File: src/design/ccst_pkg.sv
// shared types, constants and calendar helpers of the calendar clock core
package ccst_pkg;

    // field widths
    localparam int unsigned TickW   = 8;
    localparam int unsigned IntW    = 6;
    localparam int unsigned YearW   = 14;
    localparam int unsigned MonthW  = 4;
    localparam int unsigned DayW    = 5;
    localparam int unsigned HourW   = 5;
    localparam int unsigned MinW    = 6;
    localparam int unsigned SecW    = 6;
    localparam int unsigned CfgIdxW = 2;
    localparam int unsigned CfgW    = 8;
    localparam int unsigned DivCntW = 3;

    // calendar limits
    localparam logic [SecW:0]    SecPerMin  = 7'd60;
    localparam logic [MinW:0]    MinPerHour = 7'd60;
    localparam logic [HourW:0]   HourPerDay = 6'd24;
    localparam logic [MonthW:0]  MonPerYear = 5'd12;
    localparam logic [YearW:0]   YearLimit  = 15'd9999;
    localparam logic [YearW-1:0] YearReset  = 14'd2022;
    localparam logic [DayW-1:0]  DayReset   = 5'd1;
    localparam logic [MonthW-1:0] MonthReset = 4'd1;

    // register reset values
    localparam logic [TickW-1:0] TpsReset    = 8'd2;
    localparam logic [IntW-1:0]  SaveReset   = 6'd10;
    localparam logic [TickW-1:0] ScreenReset = 8'd60;

    // register indexes
    localparam logic [CfgIdxW-1:0] CfgTicksPerSec = 2'd0;
    localparam logic [CfgIdxW-1:0] CfgSaveInt     = 2'd1;
    localparam logic [CfgIdxW-1:0] CfgScreenOn    = 2'd2;

    // remainder unit runs one bit per step over the pre-wrap minute
    localparam logic [DivCntW-1:0] DivFirstBit = 3'd6;

    // month lengths, entry 0 unused
    localparam logic [DayW-1:0] MonthLen [0:12] = '{
        5'd0, 5'd31, 5'd28, 5'd31, 5'd30, 5'd31, 5'd30,
        5'd31, 5'd31, 5'd30, 5'd31, 5'd30, 5'd31
    };

    typedef enum logic [1:0] {
        ST_IDLE,
        ST_MOD,
        ST_HOLD
    } t_state;

    typedef struct packed {
        logic accept;
        logic div_step;
        logic publish;
    } t_dp_cmd;

    typedef struct packed {
        logic need_div;
        logic div_last;
    } t_dp_stat;

    // days of the month, leap february when year mod 4 is zero
    function automatic logic [DayW-1:0] days_in_month(
        input logic [MonthW-1:0] month,
        input logic [YearW-1:0]  year
    );
        logic [DayW-1:0] len;
        if (month == 4'd0 || month > 4'd12) begin
            len = 5'd31;
        end else if (month == 4'd2 && year[1:0] == 2'b00) begin
            len = 5'd29;
        end else begin
            len = MonthLen[month];
        end
        return len;
    endfunction

endpackage

File: src/design/ccst_ctrl.sv
// controller state machine of the calendar clock core
module ccst_ctrl (
    input  logic               i_clk,
    input  logic               i_rst_n,
    input  logic               i_valid,
    input  logic               i_ready,
    input  ccst_pkg::t_dp_stat i_stat,
    output ccst_pkg::t_dp_cmd  o_cmd,
    output logic               o_ready,
    output logic               o_valid
);
    import ccst_pkg::*;

    t_state r_state;
    t_state n_state;
    logic   r_out_valid;
    logic   n_out_valid;

    // next state
    always_comb begin
        n_state = r_state;
        unique case (r_state)
            ST_IDLE: begin
                if (i_valid) begin
                    n_state = i_stat.need_div ? ST_MOD : ST_HOLD;
                end
            end
            ST_MOD: begin
                if (i_stat.div_last) begin
                    n_state = ST_HOLD;
                end
            end
            ST_HOLD: begin
                if (!r_out_valid || i_ready) begin
                    n_state = ST_IDLE;
                end
            end
            default: n_state = ST_IDLE;
        endcase
    end

    // datapath commands
    always_comb begin
        o_cmd   = '0;
        o_ready = 1'b0;
        unique case (r_state)
            ST_IDLE: begin
                o_ready      = 1'b1;
                o_cmd.accept = i_valid;
            end
            ST_MOD: begin
                o_cmd.div_step = 1'b1;
            end
            ST_HOLD: begin
                o_cmd.publish = !r_out_valid || i_ready;
            end
            default: o_cmd = '0;
        endcase
    end

    // output beat valid
    always_comb begin
        n_out_valid = r_out_valid;
        if (o_cmd.publish) begin
            n_out_valid = 1'b1;
        end else if (i_ready) begin
            n_out_valid = 1'b0;
        end
    end

    always_ff @(posedge i_clk) begin
        if (!i_rst_n) begin
            r_state     <= ST_IDLE;
            r_out_valid <= 1'b0;
        end else begin
            r_state     <= n_state;
            r_out_valid <= n_out_valid;
        end
    end

    assign o_valid = r_out_valid;

endmodule

File: src/design/ccst_dp.sv
// datapath of the calendar clock core: counters, config, remainder unit, output regs
module ccst_dp (
    input  logic                             i_clk,
    input  logic                             i_rst_n,
    input  ccst_pkg::t_dp_cmd                i_cmd,
    output ccst_pkg::t_dp_stat               o_stat,
    input  logic                             i_cfg_we,
    input  logic [ccst_pkg::CfgIdxW-1:0]     i_cfg_index,
    input  logic [ccst_pkg::CfgW-1:0]        i_cfg_data,
    input  logic                             i_command,
    input  logic                             i_display_on,
    input  logic [ccst_pkg::YearW-1:0]       i_load_year,
    input  logic [ccst_pkg::MonthW-1:0]      i_load_month,
    input  logic [ccst_pkg::DayW-1:0]        i_load_day,
    input  logic [ccst_pkg::HourW-1:0]       i_load_hour,
    input  logic [ccst_pkg::MinW-1:0]        i_load_minute,
    input  logic [ccst_pkg::SecW-1:0]        i_load_second,
    output logic [ccst_pkg::YearW-1:0]       o_year_now,
    output logic [ccst_pkg::MonthW-1:0]      o_month_now,
    output logic [ccst_pkg::DayW-1:0]        o_day_now,
    output logic [ccst_pkg::HourW-1:0]       o_hour_now,
    output logic [ccst_pkg::MinW-1:0]        o_minute_now,
    output logic [ccst_pkg::SecW-1:0]        o_second_now,
    output logic                             o_minute_rolled,
    output logic                             o_save_request,
    output logic                             o_day_rolled,
    output logic                             o_screen_off,
    output logic                             o_led_level
);
    import ccst_pkg::*;

    // config registers
    logic [TickW-1:0] r_tps;
    logic [IntW-1:0]  r_save_int;
    logic [TickW-1:0] r_screen_lim;

    // time state
    logic [TickW-1:0]  r_sub;
    logic [SecW-1:0]   r_sec;
    logic [MinW-1:0]   r_min;
    logic [HourW-1:0]  r_hour;
    logic [DayW-1:0]   r_day;
    logic [MonthW-1:0] r_month;
    logic [YearW-1:0]  r_year;
    logic [TickW-1:0]  r_cd;
    logic              r_led;

    // pending flags of the beat in work
    logic r_p_min;
    logic r_p_save;
    logic r_p_day;
    logic r_p_scr;

    // remainder unit
    logic [MinW:0]      r_div_num;
    logic [IntW-1:0]    r_rem;
    logic [DivCntW-1:0] r_bit_cnt;

    // tick carry chain
    logic [TickW-1:0]  sub_inc;
    logic              sec_adv;
    logic [SecW:0]     sec_inc;
    logic              sec_wrap;
    logic [MinW:0]     min_inc;
    logic              min_wrap;
    logic [HourW:0]    hour_inc;
    logic              hour_wrap;
    logic [DayW:0]     day_inc;
    logic              day_wrap;
    logic [MonthW:0]   month_inc;
    logic              month_wrap;
    logic [YearW:0]    year_inc;
    logic              year_wrap;
    logic [TickW-1:0]  cd_inc;
    logic              scr_hit;

    logic [TickW-1:0]  n_sub;
    logic [SecW-1:0]   n_sec;
    logic [MinW-1:0]   n_min;
    logic [HourW-1:0]  n_hour;
    logic [DayW-1:0]   n_day;
    logic [MonthW-1:0] n_month;
    logic [YearW-1:0]  n_year;
    logic [TickW-1:0]  n_cd;

    always_comb begin
        sub_inc    = r_sub + 8'd1;
        sec_adv    = sub_inc >= r_tps;
        sec_inc    = {1'b0, r_sec} + 7'd1;
        sec_wrap   = sec_adv && (sec_inc >= SecPerMin);
        min_inc    = {1'b0, r_min} + 7'd1;
        min_wrap   = sec_wrap && (min_inc >= MinPerHour);
        hour_inc   = {1'b0, r_hour} + 6'd1;
        hour_wrap  = min_wrap && (hour_inc >= HourPerDay);
        day_inc    = {1'b0, r_day} + 6'd1;
        day_wrap   = hour_wrap && (day_inc > {1'b0, days_in_month(r_month, r_year)});
        month_inc  = {1'b0, r_month} + 5'd1;
        month_wrap = day_wrap && (month_inc > MonPerYear);
        year_inc   = {1'b0, r_year} + 15'd1;
        year_wrap  = month_wrap && (year_inc > YearLimit);
        cd_inc     = i_display_on ? r_cd + 8'd1 : r_cd;
        scr_hit    = cd_inc == r_screen_lim;

        n_sub   = sec_adv ? '0 : sub_inc;
        n_sec   = !sec_adv ? r_sec : (sec_wrap ? '0 : sec_inc[SecW-1:0]);
        n_min   = !sec_wrap ? r_min : (min_wrap ? '0 : min_inc[MinW-1:0]);
        n_hour  = !min_wrap ? r_hour : (hour_wrap ? '0 : hour_inc[HourW-1:0]);
        n_day   = !hour_wrap ? r_day : (day_wrap ? DayReset : day_inc[DayW-1:0]);
        n_month = !day_wrap ? r_month : (month_wrap ? MonthReset : month_inc[MonthW-1:0]);
        n_year  = !month_wrap ? r_year : (year_wrap ? '0 : year_inc[YearW-1:0]);
        n_cd    = scr_hit ? '0 : cd_inc;
    end

    // remainder step: one dividend bit a cycle
    logic [IntW:0]   rem_sh;
    logic            rem_ge;
    logic [IntW:0]   rem_diff;
    logic [IntW-1:0] rem_nx;

    always_comb begin
        rem_sh   = {r_rem, r_div_num[MinW]};
        rem_ge   = rem_sh >= {1'b0, r_save_int};
        rem_diff = rem_sh - {1'b0, r_save_int};
        rem_nx   = rem_ge ? rem_diff[IntW-1:0] : rem_sh[IntW-1:0];
    end

    // status to the controller
    assign o_stat.need_div = !i_command && sec_wrap && (r_save_int != '0);
    assign o_stat.div_last = r_bit_cnt == '0;

    // config and state registers
    always_ff @(posedge i_clk) begin
        if (!i_rst_n) begin
            r_tps        <= TpsReset;
            r_save_int   <= SaveReset;
            r_screen_lim <= ScreenReset;
            r_sub        <= '0;
            r_sec        <= '0;
            r_min        <= '0;
            r_hour       <= '0;
            r_day        <= DayReset;
            r_month      <= MonthReset;
            r_year       <= YearReset;
            r_cd         <= '0;
            r_led        <= 1'b0;
            r_bit_cnt    <= '0;
        end else begin
            if (i_cfg_we) begin
                case (i_cfg_index)
                    CfgTicksPerSec: r_tps        <= i_cfg_data;
                    CfgSaveInt:     r_save_int   <= i_cfg_data[IntW-1:0];
                    CfgScreenOn:    r_screen_lim <= i_cfg_data;
                    default: ;
                endcase
            end
            if (i_cmd.accept) begin
                if (i_command) begin
                    r_year  <= i_load_year;
                    r_month <= i_load_month;
                    r_day   <= i_load_day;
                    r_hour  <= i_load_hour;
                    r_min   <= i_load_minute;
                    r_sec   <= i_load_second;
                end else begin
                    r_sub   <= n_sub;
                    r_sec   <= n_sec;
                    r_min   <= n_min;
                    r_hour  <= n_hour;
                    r_day   <= n_day;
                    r_month <= n_month;
                    r_year  <= n_year;
                    r_cd    <= n_cd;
                    r_led   <= ~r_led;
                end
                r_bit_cnt <= DivFirstBit;
            end else if (i_cmd.div_step) begin
                r_bit_cnt <= r_bit_cnt - 3'd1;
            end
        end
    end

    // pending flags and remainder data
    always_ff @(posedge i_clk) begin
        if (i_cmd.accept) begin
            r_p_min   <= !i_command && sec_wrap;
            r_p_day   <= !i_command && hour_wrap;
            r_p_scr   <= !i_command && scr_hit;
            r_p_save  <= 1'b0;
            r_div_num <= min_inc;
            r_rem     <= '0;
        end else if (i_cmd.div_step) begin
            r_div_num <= {r_div_num[MinW-1:0], 1'b0};
            r_rem     <= rem_nx;
            if (o_stat.div_last) begin
                r_p_save <= rem_nx == '0;
            end
        end
    end

    // output beat registers
    always_ff @(posedge i_clk) begin
        if (i_cmd.publish) begin
            o_year_now      <= r_year;
            o_month_now     <= r_month;
            o_day_now       <= r_day;
            o_hour_now      <= r_hour;
            o_minute_now    <= r_min;
            o_second_now    <= r_sec;
            o_minute_rolled <= r_p_min;
            o_save_request  <= r_p_save;
            o_day_rolled    <= r_p_day;
            o_screen_off    <= r_p_scr;
            o_led_level     <= r_led;
        end
    end

endmodule

File: src/design/calendar_clock_with_screen_timeout_core.sv
// calendar clock with screen timeout: top level joining controller and datapath
// flow: a load or plain tick goes from idle to the hold state, which publishes it to the
//   output register once that is free; a tick that rolls the minute with a nonzero save
//   interval first passes the 7-step remainder unit; new beats are taken only in idle
// a new beat is taken while the previous result still waits in the output register
// reset: synchronous active low, clears control, time 00:00:00 on 1/1/2022, config defaults
module calendar_clock_with_screen_timeout_core (
    input  logic                             i_clk,
    input  logic                             i_rst_n,
    input  logic                             i_cfg_we,
    input  logic [ccst_pkg::CfgIdxW-1:0]     i_cfg_index,
    input  logic [ccst_pkg::CfgW-1:0]        i_cfg_data,
    input  logic                             i_valid,
    output logic                             o_ready,
    input  logic                             i_command,
    input  logic                             i_display_on,
    input  logic [ccst_pkg::YearW-1:0]       i_load_year,
    input  logic [ccst_pkg::MonthW-1:0]      i_load_month,
    input  logic [ccst_pkg::DayW-1:0]        i_load_day,
    input  logic [ccst_pkg::HourW-1:0]       i_load_hour,
    input  logic [ccst_pkg::MinW-1:0]        i_load_minute,
    input  logic [ccst_pkg::SecW-1:0]        i_load_second,
    output logic                             o_valid,
    input  logic                             i_ready,
    output logic [ccst_pkg::YearW-1:0]       o_year_now,
    output logic [ccst_pkg::MonthW-1:0]      o_month_now,
    output logic [ccst_pkg::DayW-1:0]        o_day_now,
    output logic [ccst_pkg::HourW-1:0]       o_hour_now,
    output logic [ccst_pkg::MinW-1:0]        o_minute_now,
    output logic [ccst_pkg::SecW-1:0]        o_second_now,
    output logic                             o_minute_rolled,
    output logic                             o_save_request,
    output logic                             o_day_rolled,
    output logic                             o_screen_off,
    output logic                             o_led_level
);
    import ccst_pkg::*;

    t_dp_cmd  cmd;
    t_dp_stat stat;

    // controller
    ccst_ctrl u_ctrl (
        .i_clk   (i_clk),
        .i_rst_n (i_rst_n),
        .i_valid (i_valid),
        .i_ready (i_ready),
        .i_stat  (stat),
        .o_cmd   (cmd),
        .o_ready (o_ready),
        .o_valid (o_valid)
    );

    // datapath
    ccst_dp u_dp (
        .i_clk           (i_clk),
        .i_rst_n         (i_rst_n),
        .i_cmd           (cmd),
        .o_stat          (stat),
        .i_cfg_we        (i_cfg_we),
        .i_cfg_index     (i_cfg_index),
        .i_cfg_data      (i_cfg_data),
        .i_command       (i_command),
        .i_display_on    (i_display_on),
        .i_load_year     (i_load_year),
        .i_load_month    (i_load_month),
        .i_load_day      (i_load_day),
        .i_load_hour     (i_load_hour),
        .i_load_minute   (i_load_minute),
        .i_load_second   (i_load_second),
        .o_year_now      (o_year_now),
        .o_month_now     (o_month_now),
        .o_day_now       (o_day_now),
        .o_hour_now      (o_hour_now),
        .o_minute_now    (o_minute_now),
        .o_second_now    (o_second_now),
        .o_minute_rolled (o_minute_rolled),
        .o_save_request  (o_save_request),
        .o_day_rolled    (o_day_rolled),
        .o_screen_off    (o_screen_off),
        .o_led_level     (o_led_level)
    );

endmodule

File: config.mk
export PLATFORM = sky130hd
export DESIGN_NAME = calendar_clock_with_screen_timeout_core
export DESIGN_NICKNAME = d
export VERILOG_FILES = /design/src/design/ccst_pkg.sv /design/src/design/ccst_ctrl.sv /design/src/design/ccst_dp.sv /design/src/design/calendar_clock_with_screen_timeout_core.sv
export SDC_FILE = /design/constraint.sdc
export NUM_CORES = 1
export LEC_CHECK = 0
export BUFFER_PORTS_ARGS = -buffer_cell sky130_fd_sc_hd__buf_2
export CAP_MARGIN = 20
export CELL_PAD_IN_SITES_DETAIL_PLACEMENT = 1
export CELL_PAD_IN_SITES_GLOBAL_PLACEMENT = 1
export CORE_MARGIN = 10
export CORE_UTILIZATION = 45
export DETAILED_ROUTE_END_ITERATION = 10
export PLACE_DENSITY = 0.78
export SLEW_MARGIN = 20
export SYNTH_ARGS = -nofsm -noshare
export SYNTH_HDL_FRONTEND = slang
export SYNTH_HIERARCHICAL = 1
export SYNTH_SLANG_ARGS = --single-unit
File: constraint.sdc
create_clock -name i_clk -period 3.8 [get_ports i_clk]
set_clock_uncertainty 0.1 [all_clocks]
set_input_delay 0.57 -clock i_clk [delete_from_list [all_inputs] [get_ports i_clk]]
set_output_delay 0.57 -clock i_clk [all_outputs]
set_load 0.01 [all_outputs]
==> metrics.yaml, run 1 <==
status: "completed"
rsz0062_at_grt: "false"
start_util_pct: 45.5
hp-class: "primary input to flip-flop"
p_comb_share_pct: 10.5
worstPathCellList: "inv_1 -> ha_1 -> nand2_1 -> nand2_1 -> nor4_2 -> ha_1 -> nand2_1 -> mux2i_1 -> a21o_1 -> a211oi_4 -> and2_1 -> o21ai_4 -> a221oi_2 -> a21oi_1"
cp_slowest_cell: "dfxtp_1"
setup_violations: 0
tns_ns: 0
hold_depth: 3
max_stage_delay_ns: 0.48
synth.yosys.seq_area_share_pct: 44.9
drtIter0Drc: 300
drive_above_1_share_pct: 18.8
fill_cells: 2028
switching_share_pct: 26.1
clock_sinks: 147
dr_total_vias: 6646
num_rows: 48
fin_crit_ns: 3.50
crit_fanout: 18
portBuffers: 103
syn_inst: 833
cp-end-kind: "flip-flop"
synth_top_family_by_area: "simple AND/OR/NAND/NOR gates"
synth_edf_count: 55
cpMostUsedCell: "nand2_1"
antenna_found_initial: 0
route.detailed.drc: 0
gp_congestion: 0.839
area_delta_synth_final_pct: 17.2
fmax_mhz: 286
whs_ns: 0.272
place_area_um2: 8520
drtPass1Iterations: 5
maxCapViolCount: 0
synth_mux_area_share_pct: 2.99
p_sw_w: 0.00100
reg2reg_from: "u_dp/r_month[0]$_SDFFE_PN1P_"
synth_xor_area_share_pct: 3.94
finalNonFillerCells: 1167
p_per_area_nw_per_um2: 422
finalCritPeriodShare_pct: 92.1
clkPwrFrac_pct: 43.2
ys_types: 83
finalMaxSlewViolations: 0
die_area_um2: 22900
ant_nets: 0
start_kind: "flip-flop"
ios: 104
clock_latency_ns: 0.42
grt_pass1_wl_mm: 35.3
timing.rr.end: "u_dp/r_year[11]$_SDFFE_PN0P_"
critPathKind: "flip-flop to flip-flop"
final_util_pct: 53.3
crit_path_start: "u_dp/r_month[0]$_SDFFE_PN1P_"
antennaDiodeCount: 0
hpwl_mm: 15.5
most-common-layout-cells: "buf_2, dfxtp_1, nor2_1, nand2_1"
rr_worst_depth: 14
cts_root_buffer: "clkbuf_16"
grt_max_degree: 46
cellLeakagePower_nw: 3.63
final_common_cell: "buf_2"
htreeDepth: 4
fp.dieW_um: 151
overflow: 0
wire_per_inst_um: 18.4
p_seq_share_pct: 46.3
synth-warning-count: 6
postLayoutCellArea_um2: 9120
cts.clk_slew.worst_paths_ns: 0.06
synth_fa_ha_area_share_pct: 6.21
cp_data_required_time_ns: 3.97
synth.cell_area_um2: 7780
core-area_um2: 17100
regToRegSetupSlack_ns: 0.30
min_to: "u_dp/r_year[6]$_SDFFE_PN1P_"
peakVddDrop_mv: 0.278
syn_area_per_cell_um2: 9.34
dp_cells: 1135
tritoncts: "yes"
postSynth.asyncResetShare_pct: 0
synth_nets: 928
dieHeight_um: 151
hold_start: "i_load_year[6]"
synth-simple-area-share_pct: 20.5
tritoncts.num_buffers: 17
final_hold_viol_count: 0
ys.flop_type: "dfxtp_1"
drt-total-wl_mm: 21.5
p_int_w: 0.00285
grt_pass1_vias: 6892
final_nets: 1024
routed_via_density: 5.69
maxSlewHeadroom_pct: 55.7
crit_arrival_ns: 3.67
synth_seq_cells: 147
worstMarginPinSlew_ns: 0.648
synth_compound_area_share_pct: 17.4
cts_buffer_depth: 2
grt_use_total_pct: 18.9
## routing by layer
layer,vias to the layer above,GRT usage [%],part of all wire (%)
li1,3221,-,-
met1,3256,24.1,45
met2,144,31.8,48
met3,25,3.74,4.9
met4,0,5.63,1.6
met5,-,0,0
## registers in the layout (all words and copies together), names as in the netlist, 7 cells and up
register,flops
u_dp/o_year_now,14
u_dp/r_cd,8
u_dp/r_div_num,7
u_dp/r_screen_lim,8
u_dp/r_sub,8
u_dp/r_tps,8
u_dp/r_year,14
## cells in the mapped netlist, types with 3 or more instances
| library cell | count | share of area [%] |
|---|---|---|
| nor3_1 | 19 | 1.2 |
| xnor2_1 | 20 | 2.3 |
| inv_1 | 37 | 1.8 |
| and3_1 | 6 | 0.48 |
| nand2_1 | 78 | 3.8 |
| xor2_1 | 15 | 1.7 |
| or2_2 | 3 | 0.24 |
| o22ai_1 | 5 | 0.40 |
| o221ai_1 | 4 | 0.45 |
| a22oi_1 | 17 | 1.6 |
| dfxtp_1 | 92 | 24 |
| clkbuf_1 | 31 | 1.5 |
| a32oi_1 | 4 | 0.45 |
| o21a_1 | 5 | 0.48 |
| mux2i_1 | 21 | 2.7 |
| edfxtp_1 | 55 | 21 |
| nor4_1 | 11 | 0.88 |
| o211ai_1 | 5 | 0.48 |
| and2_1 | 10 | 0.80 |
| nand4_1 | 8 | 0.64 |
| a21oi_1 | 55 | 3.5 |
| buf_2 | 5 | 0.32 |
| a221oi_1 | 4 | 0.45 |
| nor2b_1 | 14 | 1.1 |
| ha_1 | 37 | 6.0 |
| o31ai_1 | 4 | 0.39 |
| nand2b_1 | 9 | 0.72 |
| o21ai_1 | 7 | 0.45 |
| o21ai_0 | 30 | 1.9 |
| a211oi_1 | 12 | 1.2 |
| o311ai_1 | 3 | 0.34 |
| nand3b_1 | 8 | 0.77 |
| a311oi_1 | 3 | 0.34 |
| nand4b_1 | 3 | 0.34 |
| nor3b_1 | 6 | 0.58 |
| nor2_1 | 87 | 4.2 |
| a21o_1 | 3 | 0.29 |
| nand3_1 | 33 | 2.1 |
| a31oi_1 | 5 | 0.40 |
| or3_1 | 3 | 0.24 |
| o32ai_1 | 3 | 0.34 |
## cell families (layout without fill, tap and decap cells)
kind of cell    Yosys count  after routing
xor+xnor                 35             35
buf+inv                  78            187
simple gates            315            315
flops                   147            147
compound gates          197            197
fa+ha+maj                38             38
mux                      23             23
## layout make-up
| type | count | area (um2) | area share, % |
|---|---|---|---|
| multi-input combinational | 608 | 4000 | 43.8 |
| sequential | 147 | 3490 | 38.3 |
| timing repair buffer | 117 | 621 | 6.81 |
| clock buffer | 18 | 429 | 4.71 |
| tap | 225 | 282 | 3.09 |
| clock inverter | 14 | 155 | 1.70 |
| inverter | 38 | 143 | 1.56 |
## how the worst max path moves through the flow
stage                                   endpoint  slack [ns]  depth (start not counted)
finish              u_dp/r_year[11]$_SDFFE_PN0P_        0.30                         14
global route        u_dp/r_year[11]$_SDFFE_PN0P_        0.02                         14
CTS                 u_dp/r_year[11]$_SDFFE_PN0P_        0.17                         14
detailed placement  u_dp/r_year[11]$_SDFFE_PN0P_        0.18                         14
global placement    u_dp/r_year[11]$_SDFFE_PN0P_        0.39                         14
floorplan            u_dp/r_year[5]$_SDFFE_PN1P_        0.65                         12
## metrics by stage
stage	total power (W)	worst slack, ns
floorplan	0.00206	0.646
global placement	0.00220	0.394
detailed placement	0.00222	0.184
CTS	0.00389	0.167
global route	0.00401	0.0176
finish	0.00385	0.299
## power groups by stage
stage	sequential, W	combinational [W]	clock (W)
4_1_cts	0.00178	0.000409	0.00170
3_5_place_dp	0.00181	0.000404	0
3_3_place_gp	0.00181	0.000394	0
2_1_floorplan	0.00180	0.000255	0
5_1_grt	0.00179	0.000459	0.00176
6_report	0.00178	0.000406	0.00166
## worst max-delay path, delay by kind of cell, from the launching register on
kind | cells | cell delay (ns)
mux | 1 | 0.07
flops | 1 | 0.48
simple gates | 5 | 0.82
compound gates | 5 | 1.11
fa+ha+maj | 2 | 0.57
buf+inv | 1 | 0.16
## timing repair
action | in CTS | in global routing
hold buffers | 0 | 0
buffers inserted | 0 | 0
resized for setup | 0 | 3
setup endpoints to repair | 0 | 22
Note: power is estimated with default switching activity, not from simulation.
==> inputs of run 2 (changes only) <==
Settings changed: ABC_AREA set to 1, CORE_ASPECT_RATIO set to 1.2, CORE_UTILIZATION 45 to 43, PLACE_DENSITY 0.78 to 0.77.
==> run 2 against run 1 <==
Against the previous run:
- via count increased by 4.0%
- register-to-register slack better by 0.099 ns
- non-clock buffer count fell by 6
- first-iteration DRC count fell by 6.3%
- synthesized area increased by 0.14%
- routed wire length grew 3.1%
- utilization decreased by 1.2 points
- total power up 9.0%
- synthesized cell count rose by 19%
- cell count up 13%
- sequential power grew 2%
- die area is 4.3% higher
- critical path type unchanged
- critical endpoint is now u_dp/r_year[10]$_SDFFE_PN1P_
==> metrics.yaml, run 2 <==
status: "completed"
dieHeight_um: 167  # +11%
grt_use_total_pct: 18.7  # -0.21 points
seq_area_um2: 3490  # unchanged
synth_edf_count: 55  # unchanged
yosysMostFrequentCell: "nand2_1"
final_hold_viol_count: 0  # unchanged
synth.yosys.seq_area_share_pct: 44.8  # -0.065 points
synth_top_family_by_area: "simple AND/OR/NAND/NOR gates"
core-area_um2: 17600  # +3.1%
synth_fa_ha_area_share_pct: 6.20  # -0.0090 points
synth-simple-area-share_pct: 24.5  # +4.0 points
synth.cell_area_um2: 7790  # +0.14%
clock_latency_ns: 0.43  # about the same
finalMaxSlewViolations: 0  # unchanged
ant_nets: 0  # unchanged
hpwl_mm: 15.9  # +3.0%
overflow: 0  # unchanged
setup_violations: 0  # unchanged
crit_arrival_ns: 3.63  # -0.04 ns
clock_sinks: 147  # unchanged
cp_data_required_time_ns: 4.02  # +0.05 ns
num_rows: 53  # +10%
drt-total-wl_mm: 22.1  # +3.1%
fill_cells: 2190  # +8.0%
final_nets: 1185  # +16%
fin_crit_ns: 3.40  # -0.0986 ns
globalRouteMet3Util_pct: 4.22  # +0.47 points
ios: 104  # unchanged
rsz0062_at_grt: "false"
drtPass1Iterations: 4  # -1
maxSlewHeadroom_pct: 56.0  # +0.35 points
finalCritPeriodShare_pct: 89.5  # -2.6 points
area_delta_synth_final_pct: 17.8
fin_ws_ns: 0.398  # +0.0986 ns
fmax_mhz: 294  # +2.9%
post_cts_resized: 0  # unchanged
peakVddDrop_mv: 0.357  # +28%
maxCapViolCount: 0  # unchanged
synth_area_leader_cell: "dfxtp_1"
synth_top_cell_area_share_pct: 23.6  # -0.034 points
final_common_cell: "nand2_1"
portBuffers: 103  # unchanged
synthTopCellsByArea: "dfxtp_1, edfxtp_1, nand2_1"
drtIter0Drc: 281  # -6.3%
gp_congestion: 0.852  # +1.5%
syn_area_per_cell_um2: 7.88  # -16%
tritoncts: "yes"
drive_above_1_share_pct: 16.9  # -1.9 points
cellLeakagePower_nw: 4.23  # +17%
use_met1_pct: 20.8  # -3.2 points
grt_pass1_vias: 7484  # +8.6%
antennaDiodeCount: 0  # unchanged
tritoncts.num_buffers: 17  # unchanged
grt.busiest_layer: "met2"
cts_root_buffer: "clkbuf_16"
synth-warning-count: 6  # unchanged
antenna_found_initial: 0  # unchanged
syn_inst: 989  # +19%
grt_pass1_wl_mm: 36.6  # +3.5%
dp_cells: 1291  # +14%
routed_via_density: 5.22  # -8.3%
tns_ns: 0  # unchanged
hp-class: "primary input to flip-flop"
final_util_pct: 52.0  # -1.2 points
cp-end-kind: "flip-flop"
synth_compound_area_share_pct: 12.6  # -4.8 points
finalNonFillerCells: 1323  # +13%
dr_total_vias: 6911  # +4.0%
ys.flop_type: "dfxtp_1"
wire_per_inst_um: 16.7  # -9.1%
start_kind: "flip-flop"
reg_top3: "u_dp/o_year_now x14, u_dp/r_year x14"
start_util_pct: 44.2  # -1.3 points
worstMarginPinSlew_ns: 0.657  # +0.00906 ns
synth_xor_area_share_pct: 3.71  # -0.23 points
grt_max_degree: 56  # +22%
cts_hold_buffers: 0  # unchanged
regToRegSetupSlack_ns: 0.40  # +0.10 ns
cts_buffer_depth: 2  # unchanged
htreeDepth: 4  # unchanged
grtUsageMet2_pct: 34.3  # +2.5 points
power.total_w: 0.00420  # +9.0%
post_cts_buffers: 0  # unchanged
crit_fanout: 21  # +3
route.detailed.drc: 0  # unchanged
pre_cts_ws_ns: 0.510  # +0.326 ns
most-common-layout-cells: "nand2_1, inv_1, buf_2, dfxtp_1, nor2_1"
synthTopCellsByCount: "nand2_1, inv_1, dfxtp_1, nor2_1, a21oi_1"
ys_types: 51  # -39%
fp.dieW_um: 143  # -5.7%
synth_seq_cells: 147  # unchanged
p_per_area_nw_per_um2: 457  # +8.2%
die_area_um2: 23900  # +4.3%
critPathKind: "flip-flop to flip-flop"
multiInputGateArea_um2: 3680  # -7.8%
synth_mux_area_share_pct: 0.128  # -2.9 points
synth_nets: 1084  # +17%
cts.clk_slew.worst_paths_ns: 0.06  # about the same
postSynth.asyncResetShare_pct: 0  # unchanged
-- run 2: changes by cell type after synthesis, moves of 18 or more --
cell / change
mux2i_1: -20
a21oi_1: +23
inv_1: +86
nand3_1: +18
nand2_2: +19
o21ai_0: +24
nand2_1: +161
-- run 2: worst paths after layout --
kind / start / to / cells after the start
worst max-delay path: u_dp/r_month[0]$_SDFFE_PN1P_ / u_dp/r_year[10]$_SDFFE_PN1P_ / 19
worst min-delay path: i_load_day[0] / u_dp/r_day[0]$_SDFFE_PN1P_ / 3
worst max register to register: u_dp/r_month[0]$_SDFFE_PN1P_ / u_dp/r_year[10]$_SDFFE_PN1P_ / 19
worst min register to register: u_dp/r_led$_SDFFE_PN0P_ / u_dp/o_led_level$_DFFE_PP_ / 0
-- run 2: cell type report --
| cell class | count | area share, % |
|---|---|---|
| inverter | 127 | 5.19 |
| clock buffer | 17 | 4.63 |
| timing repair buffer | 111 | 6.49 |
| tap | 220 | 3.00 |
| sequential | 147 | 38.1 |
| multi-input combinational | 686 | 40.1 |
| clock inverter | 15 | 2.51 |
-- run 2: kinds of logic after synthesis --
kind of cell	count (synthesis)
and+or+nand+nor	439
AOI/OAI and AO/OA	175
xor gates and xnor gates	33
buffers and inverters	156
muxes	1
adders and majority gates	38
DFF	147
-- run 2: stage by stage --
step | hold WS (ns) | instance area [um2]
after CTS | 0.265 | 9180
final | 0.280 | 9180
after global routing | 0.290 | 9180
after floorplan | 0.300 | 7790
after detailed placement | 0.317 | 8520
after global placement | 0.304 | 8500
-- run 2: report_power, final --
group	total [W]	switching, W	internal [W]
logic	0.000501	0.000326	0.000175
clock network	0.00188	0.000707	0.00117
registers	0.00182	0.0000761	0.00174
total	0.00420	0.00111	0.00309
-- run 2: critical path, stage by stage (launching register included) --
cell and delay [ns]:
dfxtp_1 0.42, inv_1 0.16, ha_1 0.26, a21oi_1 0.13, a21oi_1 0.05, a31oi_1 0.19
and3_1 0.23, ha_1 0.26, a21oi_1 0.18, o21ai_0 0.12, nand2_1 0.08, nand2_1 0.06
nand2_1 0.06, nand2_1 0.11, nand4_4 0.14, nand2_4 0.08, nand2_4 0.26, inv_1 0.22
nand2_1 0.12, nand2_1 0.05
-- run 2: layer usage --
layer	wire, um	vias to the layer above
li1	-	3438
met1	9430	3352
met2	11600	95
met3	743	26
met4	365	0
met5	0	-
